`src/rtl/core/gbp_pkg.sv`:
```
package gbp_pkg;

    // Defaults for the top-level parameters
    localparam int TABLE_ENTRIES_DEF = 4096;
    localparam int ADDR_SHIFT_DEF    = 3;
    localparam int MAX_HISTORY_DEF   = 20;

    // Fixed field widths
    localparam int ADDR_W  = 32;
    localparam int IDX_W   = 12;
    localparam int CTR_W   = 2;
    localparam int TSL_W   = 4;
    localparam int HLEN_W  = 5;

    // Configuration port
    localparam int CFG_IDX_W  = 1;
    localparam int CFG_DATA_W = 5;

    localparam logic [CFG_IDX_W-1:0] CFG_TABLE_SIZE_LOG2 = 1'b0;
    localparam logic [CFG_IDX_W-1:0] CFG_HISTORY_LENGTH  = 1'b1;

    localparam logic [TSL_W-1:0]  TSL_RST  = 4'd12;
    localparam logic [HLEN_W-1:0] HLEN_RST = 5'd12;

    // Action field codes
    localparam logic ACT_LOOKUP = 1'b0;
    localparam logic ACT_UPDATE = 1'b1;

    // Counter limits
    localparam logic [CTR_W-1:0] CTR_MIN = 2'd0;
    localparam logic [CTR_W-1:0] CTR_MAX = 2'd3;

    // Command queue between front and back
    localparam int Q_DEPTH = 2;

    typedef struct packed {
        logic             is_update;
        logic             taken;
        logic [IDX_W-1:0] idx;      // masked to the configured table size
    } t_cmd;

    typedef struct packed {
        logic full;
        logic empty;
    } t_q_stat;

endpackage

```
`src/rtl/core/gbp_fifo.sv`:
```
module gbp_fifo (
    input  logic              i_clk,
    input  logic              i_rst_n,
    input  logic              i_wr,
    input  gbp_pkg::t_cmd     i_wr_cmd,
    input  logic              i_rd,
    output gbp_pkg::t_cmd     o_rd_cmd,
    output gbp_pkg::t_q_stat  o_stat
);
    import gbp_pkg::*;

    localparam int PTR_W = (Q_DEPTH > 1) ? $clog2(Q_DEPTH) : 1;
    localparam int CNT_W = $clog2(Q_DEPTH + 1);

    t_cmd             r_mem [Q_DEPTH];
    logic [PTR_W-1:0] r_wp;
    logic [PTR_W-1:0] r_rp;
    logic [CNT_W-1:0] r_count;

    function automatic logic [PTR_W-1:0] ptr_inc(input logic [PTR_W-1:0] p);
        ptr_inc = (p == PTR_W'(Q_DEPTH - 1)) ? '0 : p + 1'b1;
    endfunction

    assign o_rd_cmd     = r_mem[r_rp];
    assign o_stat.full  = (r_count == CNT_W'(Q_DEPTH));
    assign o_stat.empty = (r_count == '0);

    always_ff @(posedge i_clk) begin
        if (i_wr) begin
            r_mem[r_wp] <= i_wr_cmd;
        end
    end

    always_ff @(posedge i_clk) begin
        if (!i_rst_n) begin
            r_wp    <= '0;
            r_rp    <= '0;
            r_count <= '0;
        end else begin
            if (i_wr) begin
                r_wp <= ptr_inc(r_wp);
            end
            if (i_rd) begin
                r_rp <= ptr_inc(r_rp);
            end
            case ({i_wr, i_rd})
                2'b10:   r_count <= r_count + 1'b1;
                2'b01:   r_count <= r_count - 1'b1;
                default: ;
            endcase
        end
    end

    a_no_overflow: assert property (@(posedge i_clk) disable iff (!i_rst_n)
        !(i_wr && o_stat.full))
        else $error("command queue written while full");

    a_no_underflow: assert property (@(posedge i_clk) disable iff (!i_rst_n)
        !(i_rd && o_stat.empty))
        else $error("command queue read while empty");

endmodule

```
`config.mk`:
```
export PLATFORM = sky130hd
export DESIGN_NAME = gbp_fifo
export DESIGN_NICKNAME = d
export VERILOG_FILES = /design/src/rtl/core/gbp_pkg.sv /design/src/rtl/core/gbp_fifo.sv
export SDC_FILE = /design/constraint.sdc
export NUM_CORES = 1
export LEC_CHECK = 0
export ABC_CLOCK_PERIOD_IN_PS = 1550
export BUFFER_PORTS_ARGS = -buffer_cell sky130_fd_sc_hd__buf_2
export CAP_MARGIN = 10
export CORE_MARGIN = 2
export CORE_UTILIZATION = 50
export DETAILED_ROUTE_END_ITERATION = 10
export GPL_ROUTABILITY_DRIVEN = 1
export PLACE_DENSITY = 0.85
export SETUP_SLACK_MARGIN = 0.2
export SYNTH_ARGS = -nofsm -noshare
export SYNTH_HDL_FRONTEND = slang
export SYNTH_SLANG_ARGS = --single-unit
```
`constraint.sdc`:
```
create_clock -name i_clk -period 1.55 [get_ports i_clk]
set_input_delay 0.0775 -clock i_clk [delete_from_list [all_inputs] [get_ports i_clk]]
set_output_delay 0.0775 -clock i_clk [all_outputs]
set_load 0.005 [all_outputs]
```
==> flow_summary.json, run 1 <==
{
  "pwr-share-clk": 0.303,
  "skew_ns": 0.00821,
  "routed_wirelength_mm": 2.25,
  "critPathKind": "reg -> out",
  "dp_hpwl_mm": 1.45,
  "hp-start": "i_rd",
  "timing.final.ws_setup_ns": 0.166,
  "r2r_start": "r_wp",
  "synth_cell_types": 16,
  "syn_avg_cell_area_um2": 18.8,
  "insertion_delay_ns": 0.33,
  "fin_cells": 154,
  "root_buffer": "clkbuf_4",
  "vias": 752,
  "postSynthCellCount": 65,
  "num_io_pins": 34,
  "via_per_inst": 4.88,
  "antenna_found_initial": 0,
  "p_switching_mw": 0.405,
  "cts.clk_slew.worst_paths_ns": 0.09,
  "fillers": 132,
  "grt_usage": 0.170,
  "placedCellCount": 129,
  "p_seq_frac": 0.527,
  "drive_gt1_frac": 0.484,
  "start_util": 0.541,
  "rrSetupSlack_ns": 0.38,
  "max_slew_margin": 0.817,
  "ant_nets": 0,
  "numPortBuffers": 33,
  "cts_tree": "yes",
  "place_congestion": 0.614,
  "grt_pass1_wl_mm": 3.12,
  "rsz0062_at_grt": "yes",
  "power.density_mw_per_mm2": 1070,
  "drc": 0,
  "fin_nets": 144,
  "n_antenna_cell": 0,
  "drt_iter0_markers": 11,
  "r2r_end": "r_mem[1][12]",
  "grt-ovfl-total": 0,
  "drt-pass1-iter-count": 4,
  "maxCapViolCount": 0,
  "p_leak_nw": 0.762,
  "p_sw_frac": 0.204,
  "cts.path.max_buffers": 2,
  "p_int_mw": 1.58,
  "setup_violations": 0,
  "final.setup.tns_ns": 0,
  "syn_nets": 84,
  "timing.final.max_slew_violations": 0,
  "yosys.area_share.simple": 0.0441,
  "synth_compound_area_frac": 0.0164,
  "grt_pass1_vias": 749,
  "ir_worst_vdd_uv": 775,
  "finalCriticalPeriod_ns": 1.38,
  "crit_arrival_ns": 1.31,
  "synthXorXnorAreaFrac": 0.0215,
  "rows": 17,
  "end_kind": "output port",
  "yosys_warnings": 0,
  "dieArea_mm2": 0.00285,
  "synth_fa_ha_area_frac": 0.0103,
  "cts_buffers": 5,
  "cp_max_fo": 4,
  "grt_start_max_net_pins": 11,
  "reg2reg_depth": 2,
  "die_w_um": 53.4,
  "htree_num_levels": 2,
  "max_clock_freq_mhz": 723,
  "die_h_um": 53.4,
  "pwr-share-comb": 0.170,
  "required_ns": 1.47,
  "period_share": 0.893,
  "syn_to_final_growth_pct": 52.6,
  "wl_per_cell_um": 14.6,
  "synthesis.area_mm2": 0.00122,
  "min_path_type": "in -> reg",
  "clock_sinks": 33,
  "fin_total_pwr_mw": 1.99,
  "cp-start-kind": "flip-flop",
  "synth_top_family_by_area": "multiplexers",
  "dp_slack_ns": 0.325,
  "synthMuxAreaShare": 0.129,
  "tightest_slew_ns": 0.274,
  "yosysSeqAreaShare": 0.771,
  "hold_violations": 0,
  "hold_path_depth": 3,
  "status": "finished clean",
  "ys_ff_latch": 33,
  "core_mm2": 0.00225
}
[synthesized netlist by cell type]
cell type  instances  area share
xnor2_1            2       0.014
o21ai_0            1      0.0041
edfxtp_1          28        0.69
or3_1              1      0.0051
dfxtp_1            5       0.082
buf_2              1      0.0041
xor2_1             1      0.0072
nor2b_1            1      0.0051
mux2_2            14        0.13
and2b_2            1      0.0072
ha_1               1       0.010
nor2_1             2      0.0062
inv_1              1      0.0031
and2_1             4       0.021
o21a_1             1      0.0062
a21boi_1           1      0.0062
[power by group through the flow]
stage	combinational, mW	sequential (mW)	clock (mW)
floorplan	0.111	1.06	0
detailed placement	0.210	1.07	0
global route	0.363	1.05	0.654
CTS	0.263	1.04	0.616
global placement	0.205	1.06	0
finish	0.337	1.05	0.603
[layout make-up]
type / count / area, µm² / share of cell area
Timing Repair Buffer: 54 / 484 / 0.260
Multi-Input combinational cell: 30 / 319 / 0.171
Clock buffer: 6 / 41.3 / 0.0222
Tap cell: 28 / 35.0 / 0.0188
Inverter: 1 / 3.75 / 0.00202
Sequential cell: 33 / 945 / 0.507
Clock inverter: 2 / 33.8 / 0.0181
[routing by layer]
layer  track usage  part of all wire  vias to the layer above
li1              -                 -                      364
met1         0.183              0.39                      354
met2         0.284              0.55                       30
met3        0.0678             0.056                        4
met4        0.0897             0.012                        0
met5             0                 0                        -
[state kept, by name, indices dropped and copies added, names as in the netlist, named ones only]
signal,cells
r_rp,1
r_mem,28
r_count,2
r_wp,1
[cell usage in the layout, fill, tap and decap left out, drive strengths merged]
cell type    Yosys  layout
buf              1      38
edfxtp          28      28
dlygate4sd3      0      15
mux2            14      14
clkbuf           0       7
dfxtp            5       5
and2             4       4
nor2             2       2
xnor2            2       2
and2b            1       1
xor2             1       1
inv              1       1
nor2b            1       1
o21a             1       1
o21ai            1       1
or3              1       1
a21boi           1       1
ha               1       1
clkinv           0       1
bufinv           0       1
[cell families after synthesis]
logic type | after synthesis
buffers and inverters | 2
and+or+nand+nor | 9
xor gates and xnor gates | 3
adders and majority gates | 1
muxes | 14
AOI/OAI and AO/OA | 3
DFF | 33
[worst max-delay path by stage]
| stage | slack, ns | from | endpoint | depth (start not counted) |
|---|---|---|---|---|
| 2_1_floorplan | 0.21 | r_wp | r_mem[0][0] | 1 |
| 3_3_place_gp | 0.37 | flip-flop | o_rd_cmd[13] | 3 |
| 3_5_place_dp | 0.33 | flip-flop | o_rd_cmd[13] | 3 |
| 4_1_cts | 0.14 | flip-flop | o_rd_cmd[13] | 3 |
| 5_1_grt | 0.11 | flip-flop | o_rd_cmd[12] | 3 |
| 6_report | 0.17 | flip-flop | o_rd_cmd[12] | 3 |
[per-stage QoR]
step / area, µm² / utilization / hold slack [ns]
floorplan: 1220 / - / 0.176
global placement: 1460 / 0.647 / 0.265
detailed placement: 1460 / 0.647 / 0.269
CTS: 1720 / 0.764 / 0.0724
global route: 1860 / 0.826 / 0.103
finish: 1860 / 0.826 / 0.0960
[worst max-delay path, cell delays in order, from the launching register on]
cell	delay [ns]
dfxtp_4	0.41
clkbuf_16	0.16
mux2_4	0.30
buf_6	0.12
[repair_timing]
| item | in CTS | in global routing |
|---|---|---|
| setup buffers | 1 | 0 |
| hold buffers | 15 | 0 |
| cloned | 0 | 1 |
| gates resized for setup | 6 | 22 |
| setup endpoints to repair | 14 | 13 |
| hold endpoints to repair | 31 | 0 |
No activity file was read; power rests on OpenSTA's default activity.
==> inputs of run 2 (changes only) <==
--- a/config.mk
+++ b/config.mk
@@ -8,6 +8,7 @@
 export ABC_CLOCK_PERIOD_IN_PS = 1550
 export BUFFER_PORTS_ARGS = -buffer_cell sky130_fd_sc_hd__buf_2
 export CAP_MARGIN = 10
+export CORE_ASPECT_RATIO = 1.75
 export CORE_MARGIN = 2
 export CORE_UTILIZATION = 50
 export DETAILED_ROUTE_END_ITERATION = 10
==> run 2 against run 1 <==
  * Critical path depth stayed put
  * Register-to-register slack hardly changed
  * Via count is 4.0% lower
  * Clock skew is 0.0013 ns lower
  * First-iteration DRC count is 18% lower
  * Sequential power hardly changed
  * Flip-flop and latch count stayed put
  * Combinational power is 25% lower
  * Clock power is 6.1% higher
  * Non-clock buffer count is 3 lower
  * Largest power group unchanged
==> flow_summary.json, run 2 (synthesized netlist as in run 1, its figures left out) <==
{
  "hold_violations": 0,
  "pwr-share-clk": 0.330,
  "p_leak_nw": 0.673,
  "placedCellCount": 125,
  "cts_buffers": 5,
  "status": "finished clean",
  "hp-start": "i_rst_n",
  "place_congestion": 0.653,
  "htree_num_levels": 2,
  "core_mm2": 0.00230,
  "period_share": 0.851,
  "cp-start-kind": "flip-flop",
  "grt_pass1_vias": 731,
  "largest_reg_flops": 28,
  "p_sw_frac": 0.214,
  "n_antenna_cell": 0,
  "rsz0062_at_grt": "yes",
  "max_stage_delay_ns": 0.37,
  "layout_commonest_cell": "buf_2",
  "vias": 722,
  "r2r_end": "r_mem[1][4]",
  "fin_total_pwr_mw": 1.94,
  "insertion_delay_ns": 0.28,
  "pwr-share-comb": 0.131,
  "dp_hpwl_mm": 1.39,
  "drc": 0,
  "r2r_start": "r_wp",
  "cts.clk_slew.worst_paths_ns": 0.06,
  "power.density_mw_per_mm2": 1140,
  "max_clock_freq_mhz": 758,
  "routed_wirelength_mm": 2.22,
  "critPathKind": "reg -> out",
  "path_cells": "buf_8 -> mux2_2 -> buf_2",
  "end_kind": "output port",
  "grt_start_max_net_pins": 15,
  "wl_per_cell_um": 15.0,
  "setup_violations": 0,
  "grt_pass1_wl_mm": 3.22,
  "ir_worst_vdd_uv": 956,
  "crit_arrival_ns": 1.24,
  "largestRegisters": "r_mem (28), r_count (2)",
  "whs_endpoint": "r_wp",
  "cts.path.max_buffers": 2,
  "reg2reg_depth": 2,
  "skew_ns": 0.00693,
  "drt-pass1-iter-count": 4,
  "grt_usage": 0.180,
  "drt_iter0_markers": 9,
  "cp_slowest_cell": "dfxtp_4",
  "start_util": 0.530,
  "dieArea_mm2": 0.00287,
  "rows": 23,
  "grt-ovfl-total": 0,
  "min_path_type": "in -> reg",
  "cp_max_fo": 9,
  "final.setup.tns_ns": 0,
  "die_w_um": 41.3,
  "clock_sinks": 33,
  "num_io_pins": 34,
  "hold_path_depth": 2,
  "finalCriticalPeriod_ns": 1.32,
  "syn_to_final_growth_pct": 39.1,
  "fin_nets": 141,
  "ant_nets": 0,
  "tightest_slew_ns": 0.325,
  "required_ns": 1.47,
  "fin_cells": 148,
  "via_per_inst": 4.88,
  "drive_gt1_frac": 0.488,
  "p_switching_mw": 0.416,
  "antenna_found_initial": 0,
  "max_slew_margin": 0.783,
  "mostFrequentLayoutCells": "33 x buf_2, 28 x edfxtp_1, 14 x mux2_2, 14 x dlygate4sd3_1, 6 x clkbuf_8",
  "numPortBuffers": 33,
  "die_h_um": 69.3,
  "rrSetupSlack_ns": 0.37,
  "root_buffer": "clkbuf_8",
  "p_seq_frac": 0.539,
  "regMostFlops": "r_mem",
  "maxCapViolCount": 0,
  "whs_ns": 0.0695,
  "cts_tree": "yes",
  "timing.final.max_slew_violations": 0,
  "p_int_mw": 1.52
}
run 2: cell type report:
cell class              count  area [µm²]
inverters                   1        3.75
flip-flops and latches     33         945
fillers                   139         606
repair buffers             51         355
multi-input cells          30         270
clock buffers               6        82.6
clock inverters             2        8.76
well taps                  25        31.3
run 2: metal layers:
| layer | track usage | wire [µm] |
|---|---|---|
| met5 | 0 | 0 |
| met4 | 0.0860 | 27 |
| met1 | 0.169 | 755 |
| met3 | 0.0769 | 118 |
| met2 | 0.304 | 1310 |
run 2: worst max-delay path by stage:
stage,slack (ns),start,endpoint,cells past startpoint
global placement,0.36,flip-flop,o_rd_cmd[0],3
finish,0.23,flip-flop,o_rd_cmd[0],3
detailed placement,0.34,flip-flop,o_rd_cmd[0],3
CTS,0.22,flip-flop,o_rd_cmd[0],3
global route,0.19,flip-flop,o_rd_cmd[7],3
floorplan,0.21,r_wp,r_mem[0][0],1
run 2: repair_timing:
| item | CTS | global route |
|---|---|---|
| resized for setup | 4 | 0 |
| hold buffers | 14 | 0 |
| endpoints found under the setup margin | 9 | 5 |
| setup buffers | 1 | 0 |
| hold endpoints to repair | 28 | 0 |
run 2: metrics by stage:
step                      instance area, µm²  worst slack (ns)   util
after floorplan                         1220             0.208      -
after global placement                  1430             0.356  0.623
after detailed placement                1430             0.345  0.623
after CTS                               1700             0.217  0.737
after global routing                    1700             0.189  0.737
final                                   1700             0.231  0.737
run 2: critical path, delay by kind of cell (launching register included):
kind	cells	cell delay, ns
flip-flops	1	0.37
multiplexers	1	0.33
buffers and inverters	2	0.26
run 2: power groups by stage:
stage	Clock [mW]	Combinational, mW	Sequential (mW)
after floorplan	0	0.111	1.06
after global placement	0	0.195	1.06
after detailed placement	0	0.205	1.06
after CTS	0.651	0.252	1.04
after global routing	0.691	0.273	1.05
final	0.640	0.253	1.05
