`src/rtl/core/gbp_pkg.sv`:
```
package gbp_pkg;

    // Defaults for the top-level parameters
    localparam int TABLE_ENTRIES_DEF = 4096;
    localparam int ADDR_SHIFT_DEF    = 3;
    localparam int MAX_HISTORY_DEF   = 20;

    // Fixed field widths
    localparam int ADDR_W  = 32;
    localparam int IDX_W   = 12;
    localparam int CTR_W   = 2;
    localparam int TSL_W   = 4;
    localparam int HLEN_W  = 5;

    // Configuration port
    localparam int CFG_IDX_W  = 1;
    localparam int CFG_DATA_W = 5;

    localparam logic [CFG_IDX_W-1:0] CFG_TABLE_SIZE_LOG2 = 1'b0;
    localparam logic [CFG_IDX_W-1:0] CFG_HISTORY_LENGTH  = 1'b1;

    localparam logic [TSL_W-1:0]  TSL_RST  = 4'd12;
    localparam logic [HLEN_W-1:0] HLEN_RST = 5'd12;

    // Action field codes
    localparam logic ACT_LOOKUP = 1'b0;
    localparam logic ACT_UPDATE = 1'b1;

    // Counter limits
    localparam logic [CTR_W-1:0] CTR_MIN = 2'd0;
    localparam logic [CTR_W-1:0] CTR_MAX = 2'd3;

    // Command queue between front and back
    localparam int Q_DEPTH = 2;

    typedef struct packed {
        logic             is_update;
        logic             taken;
        logic [IDX_W-1:0] idx;      // masked to the configured table size
    } t_cmd;

    typedef struct packed {
        logic full;
        logic empty;
    } t_q_stat;

endpackage

```
`src/rtl/core/gbp_front.sv`:
```
module gbp_front #(
    parameter int ADDR_SHIFT  = gbp_pkg::ADDR_SHIFT_DEF,
    parameter int MAX_HISTORY = gbp_pkg::MAX_HISTORY_DEF
) (
    input  logic                              i_clk,
    input  logic                              i_rst_n,
    input  logic                              i_cfg_we,
    input  logic [gbp_pkg::CFG_IDX_W-1:0]     i_cfg_idx,
    input  logic [gbp_pkg::CFG_DATA_W-1:0]    i_cfg_data,
    input  logic                              i_push,
    input  logic                              i_action,
    input  logic [gbp_pkg::ADDR_W-1:0]        i_branch_addr,
    input  logic                              i_is_conditional,
    input  logic                              i_outcome_taken,
    input  logic [gbp_pkg::IDX_W-1:0]         i_train_index,
    input  gbp_pkg::t_q_stat                  i_q_stat,
    input  logic                              i_busy,
    output logic                              o_full,
    output logic                              o_wr,
    output gbp_pkg::t_cmd                     o_wr_cmd
);
    import gbp_pkg::*;

    logic [TSL_W-1:0]       r_tsl;
    logic [HLEN_W-1:0]      r_hlen;
    logic [MAX_HISTORY-1:0] r_hist;
    logic [MAX_HISTORY-1:0] n_hist;

    logic                   accept;
    logic [ADDR_W-1:0]      addr_sh;
    logic [ADDR_W-1:0]      hist_ext;
    logic [IDX_W-1:0]       idx_mask;
    logic [IDX_W-1:0]       raw_idx;
    logic [MAX_HISTORY-1:0] hist_mask;
    logic [MAX_HISTORY:0]   hist_shift;

    always_comb begin
        addr_sh  = i_branch_addr >> ADDR_SHIFT;
        hist_ext = ADDR_W'(r_hist);

        // index bits kept: table_size_log2, capped at IDX_W
        for (int k = 0; k < IDX_W; k++) begin
            idx_mask[k] = (TSL_W'(k) < r_tsl);
        end
        // history bits kept: history_length, capped at MAX_HISTORY
        for (int k = 0; k < MAX_HISTORY; k++) begin
            hist_mask[k] = (6'(k) < {1'b0, r_hlen});
        end

        raw_idx = (i_action == ACT_UPDATE) ? i_train_index
                                           : (addr_sh[IDX_W-1:0] ^ hist_ext[IDX_W-1:0]);

        hist_shift = {r_hist, i_outcome_taken};
        n_hist     = hist_shift[MAX_HISTORY-1:0] & hist_mask;

        o_full = i_q_stat.full || i_busy;
        accept = i_push && !o_full;
        // unconditional items are taken and dropped here
        o_wr   = accept && i_is_conditional;

        o_wr_cmd.is_update = (i_action == ACT_UPDATE);
        o_wr_cmd.taken     = i_outcome_taken;
        o_wr_cmd.idx       = raw_idx & idx_mask;
    end

    always_ff @(posedge i_clk) begin
        if (!i_rst_n) begin
            r_tsl  <= TSL_RST;
            r_hlen <= HLEN_RST;
            r_hist <= '0;
        end else begin
            if (i_cfg_we) begin
                case (i_cfg_idx)
                    CFG_TABLE_SIZE_LOG2: r_tsl  <= i_cfg_data[TSL_W-1:0];
                    CFG_HISTORY_LENGTH:  r_hlen <= i_cfg_data[HLEN_W-1:0];
                    default: ;
                endcase
            end
            if (o_wr && (i_action == ACT_UPDATE)) begin
                r_hist <= n_hist;
            end
        end
    end

endmodule

```
`config.mk`:
```
export PLATFORM = sky130hd
export DESIGN_NAME = gbp_front
export DESIGN_NICKNAME = d
export VERILOG_FILES = /design/src/rtl/core/gbp_pkg.sv /design/src/rtl/core/gbp_front.sv
export SDC_FILE = /design/constraint.sdc
export NUM_CORES = 1
export LEC_CHECK = 0
export BUFFER_PORTS_ARGS = -buffer_cell sky130_fd_sc_hd__clkbuf_2
export CELL_PAD_IN_SITES_DETAIL_PLACEMENT = 1
export CELL_PAD_IN_SITES_GLOBAL_PLACEMENT = 2
export CORE_MARGIN = 8
export CORE_UTILIZATION = 24
export DETAILED_ROUTE_END_ITERATION = 16
export PLACE_DENSITY = 0.94
export SLEW_MARGIN = 25
export SYNTH_ARGS = -nofsm -noshare
export SYNTH_HDL_FRONTEND = slang
export SYNTH_SLANG_ARGS = --single-unit
export TNS_END_PERCENT = 30
```
`constraint.sdc`:
```
create_clock -name i_clk -period 2.14 [get_ports i_clk]
set_input_delay 0.107 -clock i_clk [delete_from_list [all_inputs] [get_ports i_clk]]
set_output_delay 0.107 -clock i_clk [all_outputs]
set_load 0.1 [all_outputs]
```
==> results of run 1 <==
==> per-stage QoR <==
stage	cells	TNS [ps]
3_3_place_gp	288	0
4_1_cts	292	0
3_5_place_dp	288	0
6_report	292	0
2_1_floorplan	176	-1020
5_1_grt	292	0
==> worst paths after layout <==
| check | start | to | slack [ps] | cells past startpoint |
|---|---|---|---|---|
| worst max-delay path | r_tsl[3] | o_wr_cmd[8] | 430 | 3 |
| worst min-delay path | i_cfg_data[2] | r_tsl[2] | 80 | 3 |
| worst max register to register | r_hlen[2] | r_hist[8] | 920 | 3 |
| worst min register to register | r_hist[3] | r_hist[4] | 500 | 2 |
==> layer usage <==
layer	global-route usage, %	routed length [um]	up-vias
li1	-	-	699
met1	11.9	1860	601
met2	16.0	1830	34
met3	2.99	240	5
met4	3.33	44	0
met5	0	0	-
==> cell families (layout without fill, tap and decap cells) <==
group / after synthesis / count (layout)
simple gates: 81 / 81
compound gates: 44 / 44
flops: 21 / 21
buf+inv: 16 / 60
xor+xnor: 12 / 12
mux: 2 / 2
==> placed cells by master, fill, tap and decap left out, types with 3 or more instances in the layout <==
master	n
nand2_1	26
o21ai_0	9
xnor2_1	12
nor2_1	19
nand3_1	17
a21boi_0	9
clkbuf_2	54
clkbuf_8	3
dfxtp_1	21
nor3_1	3
a21oi_1	17
==> cell type report <==
class                           instances  area, um^2  area share [%]
Clock buffer                            3        41.3            2.55
Inverter                                2        7.51           0.463
Multi-Input combinational cell        139         786            48.5
Sequential cell                        21         420            25.9
Clock inverter                          1        5.00           0.309
Tap cell                               72        90.1            5.56
Timing Repair Buffer                   54         270            16.7
==> worst register-to-register path, cell delays in order (launching register included) <==
cell	delay [ps]
dfxtp_1	400
or4_1	550
nand4b_1	100
a21boi_1	60
==> state kept, by name (all words and copies together) (netlist names) <==
name,cells
r_tsl,4
r_hlen,5
r_hist,12
==> report_power, final <==
part           switching [uW]  internal, uW
Sequential               18.7           399
Clock                     136           130
Combinational             259          80.5
==> results.toml, run 1 <==
[clocking]
ctsResizeCount = 0
path_clk_slew_ps = 80
cts_setup_buffers = 0
tritoncts = "built"
holdBufCountCts = 0
cts_max_level = 1
insertion_delay_ps = 270
clock-sinks = 21
cts_root_buf = "clkbuf_8"
clock_path_buffers = 2
cts_buffers = 3

[synth]
synth_fa_ha_area_share_pct = 0
synthMuxAreaShare_pct = 1.52
avgSynthCellArea_um2 = 7.49
synth-xor-area-share_pct = 7.98
synth_top_flop_cell = "dfxtp_1"
synth_compound_area_share_pct = 20.7
ys_seq_elements = 21
synth_top_area_share_pct = 31.9
synthCells = 176
yosysUniqueCellTypes = 37
synthTopCellsByCount = "nand2_1, dfxtp_1, nor2_1"
synth_top_family_by_area = "simple AND/OR/NAND/NOR gates"
synth_area_um2 = 1320
synth_area_leader_cell = "dfxtp_1"
synthSimpleGateAreaFrac_pct = 29.1
yosysMostFrequentCell = "nand2_1"
yosys_warnings = 0
synth_nets = 236
synthTopCellsByArea = "dfxtp_1, xnor2_1, nand2_1"
synthArstFlopShare_pct = 0
synth_enable_flop_cells = 0
yosysSeqAreaShare_pct = 31.9

[cells_and_area]
finalNetCount = 281
drive_gt1_share_pct = 29.5
antennaDiodeCount = 0
final_cell_area_um2 = 1620
area_growth_pct = 23.0
nFillCells = 703
postLayoutCoreUtil_pct = 30.0

[timing]
setup_viol = 0
slew_viol_final = 0
holdWs_ps = 81.4
clock_skew_ps = 1.21
fmax_ghz = 0.584
min_period_over_period_pct = 80.0
rsz0062_at_grt = "no"
relSlewSlack_pct = 63.4
setup_ws_ps = 429
tightest_slew_ps = 552
hold_viol = 0
period_minus_slack_ps = 1710

[critical_path]
arrival_ps = 1600
crit_type = "reg2out"
critPathMaxFanout = 6
critPathMaxStageDelay_ps = 490
crit_buf_inv = 2
cpMaxStageDelayCell = "clkbuf_2"
critPathTopFamily = "buffers and inverters"
endpoint_kind = "output port"
worstPathRequired_ps = 2030
cp-start-kind = "register"
path_cells = "inv_1 -> nor3_1 -> clkbuf_2"

[global_route]
grt_overflow = 0
grt_max_degree = 28
groute.usage.overall_pct = 9.81
grt_pass1_wl_um = 6760
grt_pass1_vias = 1374
antenna_found_initial = 0

[floorplan]
die_x_um = 90.1
initial_core_util_pct = 24.4
ioPinCount = 76
dieHeight_um = 90.1
row_count = 27
die_area_um2 = 8120
fp.coreArea_um2 = 5410

[drt]
via_count = 1339
post_drt_wl_per_cell_um = 13.6
antenna_left = 0
finalWirelength_um = 3970
vias_per_cell = 4.59
drt_pass1_iterations = 4
drc = 0
first_iter_violations = 82

[power_and_ir_drop]
leakage_uw = 0.000667
power_uw = 1020
powerDensity_nw_per_um2 = 632
ir_worst_vdd_uv = 199

[place]
port_buffers = 54
dpl-instance-area_um2 = 1570
place_ws_ps = 558
hpwl_um = 3240
place.gp.congestion = 0.774

[hold_path]
hold_path_class = "in2reg"

[run]
max_cap_violations = 0

[status]
outcome = "completed"
No activity file was read; power rests on OpenSTA's default activity.
==> run 2, diff against run 1 <==
CORE_UTILIZATION = 22   (was 24)
PLACE_DENSITY = 0.88   (was 0.94)
clock period = 1.76 ns   (was 2.14 ns; I/O delays follow)
==> run 2 against run 1 <==
Hold slack worse by 26 ps; via count is 2.2% higher; cell count is 1.7% higher; largest cell class unchanged; largest power group unchanged.
==> results.toml, run 2 (same netlist as run 1, synthesis figures left out) <==
[timing]
rsz0062_at_grt = "no"
setup_viol = 0
fmax_ghz = 0.620
relSlewSlack_pct = 63.3
slew_viol_final = 0
hold_viol = 0
period_minus_slack_ps = 1610
clock_skew_ps = 2.45
min_period_over_period_pct = 91.7
tightest_slew_ps = 552

[clocking]
insertion_delay_ps = 260
cts_max_level = 1
path_clk_slew_ps = 80
tritoncts = "built"
cts_root_buf = "clkbuf_8"
clock-sinks = 21
cts_buffers = 3
clock_path_buffers = 2

[drt]
antenna_left = 0
via_count = 1369
post_drt_wl_per_cell_um = 13.9
drc = 0
drt_pass1_iterations = 3
vias_per_cell = 4.61
first_iter_violations = 71
finalWirelength_um = 4140

[cells_and_area]
area_growth_pct = 27.1
finalNetCount = 283
layout_common_cells = "clkbuf_2, nand2_1, dfxtp_1"
antennaDiodeCount = 0
nFillCells = 729
final_cell_area_um2 = 1670
mostFrequentLayoutCell = "clkbuf_2"
postLayoutCoreUtil_pct = 28.6
reg_top3 = "r_hist: 12 flops, r_hlen: 5 flops, r_tsl: 4 flops"
drive_gt1_share_pct = 31.1
largest_register_ffs = 12
max_flop_register = "r_hist"

[global_route]
grt_max_degree = 26
antenna_found_initial = 0
grt_pass1_wl_um = 6520
groute.usage.overall_pct = 9.03
grt_pass1_vias = 1377
grt_overflow = 0

[status]
outcome = "completed"

[floorplan]
initial_core_util_pct = 22.5
fp.coreArea_um2 = 5850
row_count = 28
ioPinCount = 76
die_area_um2 = 8720
dieHeight_um = 93.4
die_x_um = 93.4

[critical_path]
cp-start-kind = "register"
rrSetupSlack_ps = 520
rr_endpoint = "r_hist[8]"
crit_type = "reg2out"
arrival_ps = 1530
endpoint_kind = "output port"
critPathMaxFanout = 10
r2r_start = "r_hlen[2]"
reg2regPathDepth = 3
worstPathRequired_ps = 1670

[hold_path]
hp-start = "i_cfg_data[2]"
min_path_cells = 3
hold_end = "r_tsl[2]"
hold_path_class = "in2reg"

[place]
hpwl_um = 3350
dpl-instance-area_um2 = 1630
place.gp.congestion = 0.706
port_buffers = 54

[power_and_ir_drop]
ir_worst_vdd_uv = 272
leakage_uw = 0.000685
powerDensity_nw_per_um2 = 752

[run]
max_cap_violations = 0
[run 2: repair_timing]
action | in CTS | in global routing
setup endpoints to repair | 0 | 1
buffers inserted | 0 | 0
resized for setup | 0 | 1
hold buffers | 0 | 0
[run 2: where the power goes]
group,total (uW),internal (uW),switching (uW)
Combinational,432,113,319
Clock,318,158,160
Sequential,508,486,22.8
Total,1260,756,502
[run 2: worst max-delay path, stage by stage, from the launching register on]
cell      delay (ps)
dfxtp_1          530
o21ai_0          160
nor2_1           110
clkbuf_2         460
[run 2: worst max path at each step]
| stage | startpoint | end | slack [ps] | cells after the start |
|---|---|---|---|---|
| after floorplan | r_tsl[1] | o_wr_cmd[6] | -470 | 3 |
| after global placement | i_action | r_hist[10] | 400 | 4 |
| after detailed placement | i_action | r_hist[10] | 390 | 4 |
| after CTS | r_tsl[2] | o_wr_cmd[9] | 120 | 3 |
| after global routing | r_tsl[1] | o_wr_cmd[5] | 20 | 3 |
| final | r_tsl[2] | o_wr_cmd[9] | 150 | 3 |
[run 2: cell type report]
| type | instances | area [um^2] | area share (%) |
|---|---|---|---|
| repair buffers | 56 | 305 | 18.2 |
| clock buffers | 3 | 41.3 | 2.47 |
| clock inverters | 1 | 5.00 | 0.299 |
| well taps | 75 | 93.8 | 5.61 |
| multi-input cells | 139 | 801 | 47.8 |
| flip-flops and latches | 21 | 420 | 25.1 |
| inverters | 2 | 7.51 | 0.448 |
[run 2: through the flow]
step	TNS [ps]	instances	setup slack, ps	hold WS (ps)	power (uW)
after global routing	0	297	20.0	76.7	1310
after global placement	0	293	403	322	950
after CTS	0	297	118	57.4	1270
after floorplan	-2570	176	-466	212	852
final	0	297	147	55.6	1260
after detailed placement	0	293	389	330	956
[run 2: routing by layer]
metal | track usage, % | vias up | part of all wire, %
met5 | 0 | - | 0
met4 | 1.61 | 0 | 0.19
met3 | 2.56 | 2 | 6.6
met2 | 15.7 | 31 | 48
met1 | 10.8 | 639 | 45
li1 | - | 697 | -
==> run 3, diff against run 2 <==
clock period = 1.5 ns   (was 1.76 ns; I/O delays follow)
==> run 3 against run 2 <==
Register-to-register slack worse by 250 ps; first-iteration DRC count up 48%; cell area up 14%; setup slack worse by 58 ps; sequential share of layout area down 2.7 points; core utilization up 4.1 points; global-route usage up 1.1 points; critical endpoint is now o_wr_cmd[8].
==> results.toml, run 3 (same netlist as run 1, synthesis figures left out) <==
[critical_path]
cp-start-kind = "register"
worstPathRequired_ps = 1420
crit_type = "reg2out"
rrSetupSlack_ps = 270
endpoint_kind = "output port"
critPathMaxFanout = 6
reg2regPathDepth = 3
arrival_ps = 1340
r2r_start = "r_hlen[2]"
rr_endpoint = "r_hist[1]"

[clocking]
cts_buffers = 3
cts_max_level = 1
tritoncts = "built"
clock-sinks = 21
cts_root_buf = "clkbuf_8"
holdBufCountCts = 0
path_clk_slew_ps = 80
clock_path_buffers = 2
insertion_delay_ps = 260

[floorplan]
dieHeight_um = 93.4
die_area_um2 = 8720
row_count = 28
ioPinCount = 76
die_x_um = 93.4
initial_core_util_pct = 22.5
fp.coreArea_um2 = 5850

[drt]
vias_per_cell = 4.71
drc = 0
via_count = 1412
drt_pass1_iterations = 4
post_drt_wl_per_cell_um = 14.6
finalWirelength_um = 4370
first_iter_violations = 105
antenna_left = 0

[power_and_ir_drop]
power_uw = 1610
p_int_uw = 984
leakage_uw = 0.000748
ir_worst_vdd_uv = 327
netSwitchingFraction_pct = 38.7
seqPwrFrac_pct = 37.0
power_frac_clock_pct = 23.7
pwr-share-comb_pct = 39.2
power.switching_uw = 623
powerDensity_nw_per_um2 = 841

[place]
port_buffers = 54
placed_cells = 293
hpwl_um = 3700
place.gp.congestion = 0.707

[timing]
period_minus_slack_ps = 1410
clock_skew_ps = 2.11
setup_tns_ps = 0
hold_viol = 0
tightest_slew_ps = 541
min_period_over_period_pct = 94.1
setup_viol = 0
fmax_ghz = 0.709
relSlewSlack_pct = 64.1
slew_viol_final = 0
rsz0062_at_grt = "no"

[cells_and_area]
largest_register_ffs = 12
reg_top3 = "r_hist: 12 flops, r_hlen: 5 flops, r_tsl: 4 flops"
layout_common_cells = "clkbuf_2, nand2_1, nand3_1, dfxtp_1, nor2_1"
drive_gt1_share_pct = 37.3
mostFrequentLayoutCell = "clkbuf_2"
max_flop_register = "r_hist"
antennaDiodeCount = 0
final_cell_count_no_fill = 300
finalNetCount = 286
postLayoutCoreUtil_pct = 32.7
area_growth_pct = 45.1

[status]
outcome = "completed"

[hold_path]
hold_path_class = "in2reg"
min_path_cells = 3
hold_end = "r_tsl[2]"
hp-start = "i_cfg_data[2]"

[global_route]
grt_overflow = 0
groute.usage.overall_pct = 10.1
grt_max_degree = 26
grt_pass1_vias = 1441
grt_pass1_wl_um = 7090
antenna_found_initial = 0

[run]
max_cap_violations = 0
==> run 3: layout make-up <==
cell class / instances / area, um^2
fillers: 700 / 3940
multi-input cells: 139 / 846
repair buffers: 59 / 488
flip-flops and latches: 21 / 428
well taps: 75 / 93.8
clock buffers: 4 / 45.0
inverters: 2 / 11.3
==> run 3: metal layers <==
layer | GRT usage, % | wire length [um] | vias to the layer above
met5 | 0 | 0 | -
met4 | 2.82 | 36 | 0
met3 | 2.48 | 256 | 5
met2 | 18.4 | 2250 | 34
met1 | 11.4 | 1830 | 664
li1 | - | - | 709
==> run 3: worst max path at each step <==
stage                   from      endpoint  slack [ps]
floorplan           r_tsl[2]   o_wr_cmd[0]        -120
global placement    r_tsl[3]  o_wr_cmd[10]         240
detailed placement  r_tsl[3]  o_wr_cmd[10]         230
CTS                 r_tsl[3]   o_wr_cmd[6]          20
global route        r_tsl[3]   o_wr_cmd[8]          10
finish              r_tsl[3]   o_wr_cmd[8]          90
==> run 3: stage by stage <==
| stage | cell area [um^2] | hold WS, ps | setup slack [ps] |
|---|---|---|---|
| after floorplan | 1380 | 199 | -117 |
| after global placement | 1830 | 306 | 245 |
| after detailed placement | 1830 | 312 | 234 |
| after CTS | 1880 | 36.0 | 19.0 |
| after global routing | 1910 | 51.5 | 10.9 |
| final | 1910 | 37.2 | 89.0 |
==> run 3: timing repair <==
item,CTS,global route
cloned,0,0
pin swaps,2,1
gates resized for setup,3,4
setup buffers,1,2
endpoints found under the hold margin,0,0
endpoints found under the setup margin,4,6
==> run 3: critical path, stage by stage, from the launching register on <==
cell	delay [ps]
dfxtp_4	380
clkinvlp_4	230
nor3_4	260
buf_12	200
==> run 3: power by group through the flow <==
stage	combinational [uW]	sequential, uW	clock [uW]
2_1_floorplan	422	592	0
3_3_place_gp	618	608	0
3_5_place_dp	629	609	0
4_1_cts	632	597	391
5_1_grt	663	599	418
6_report	631	595	381
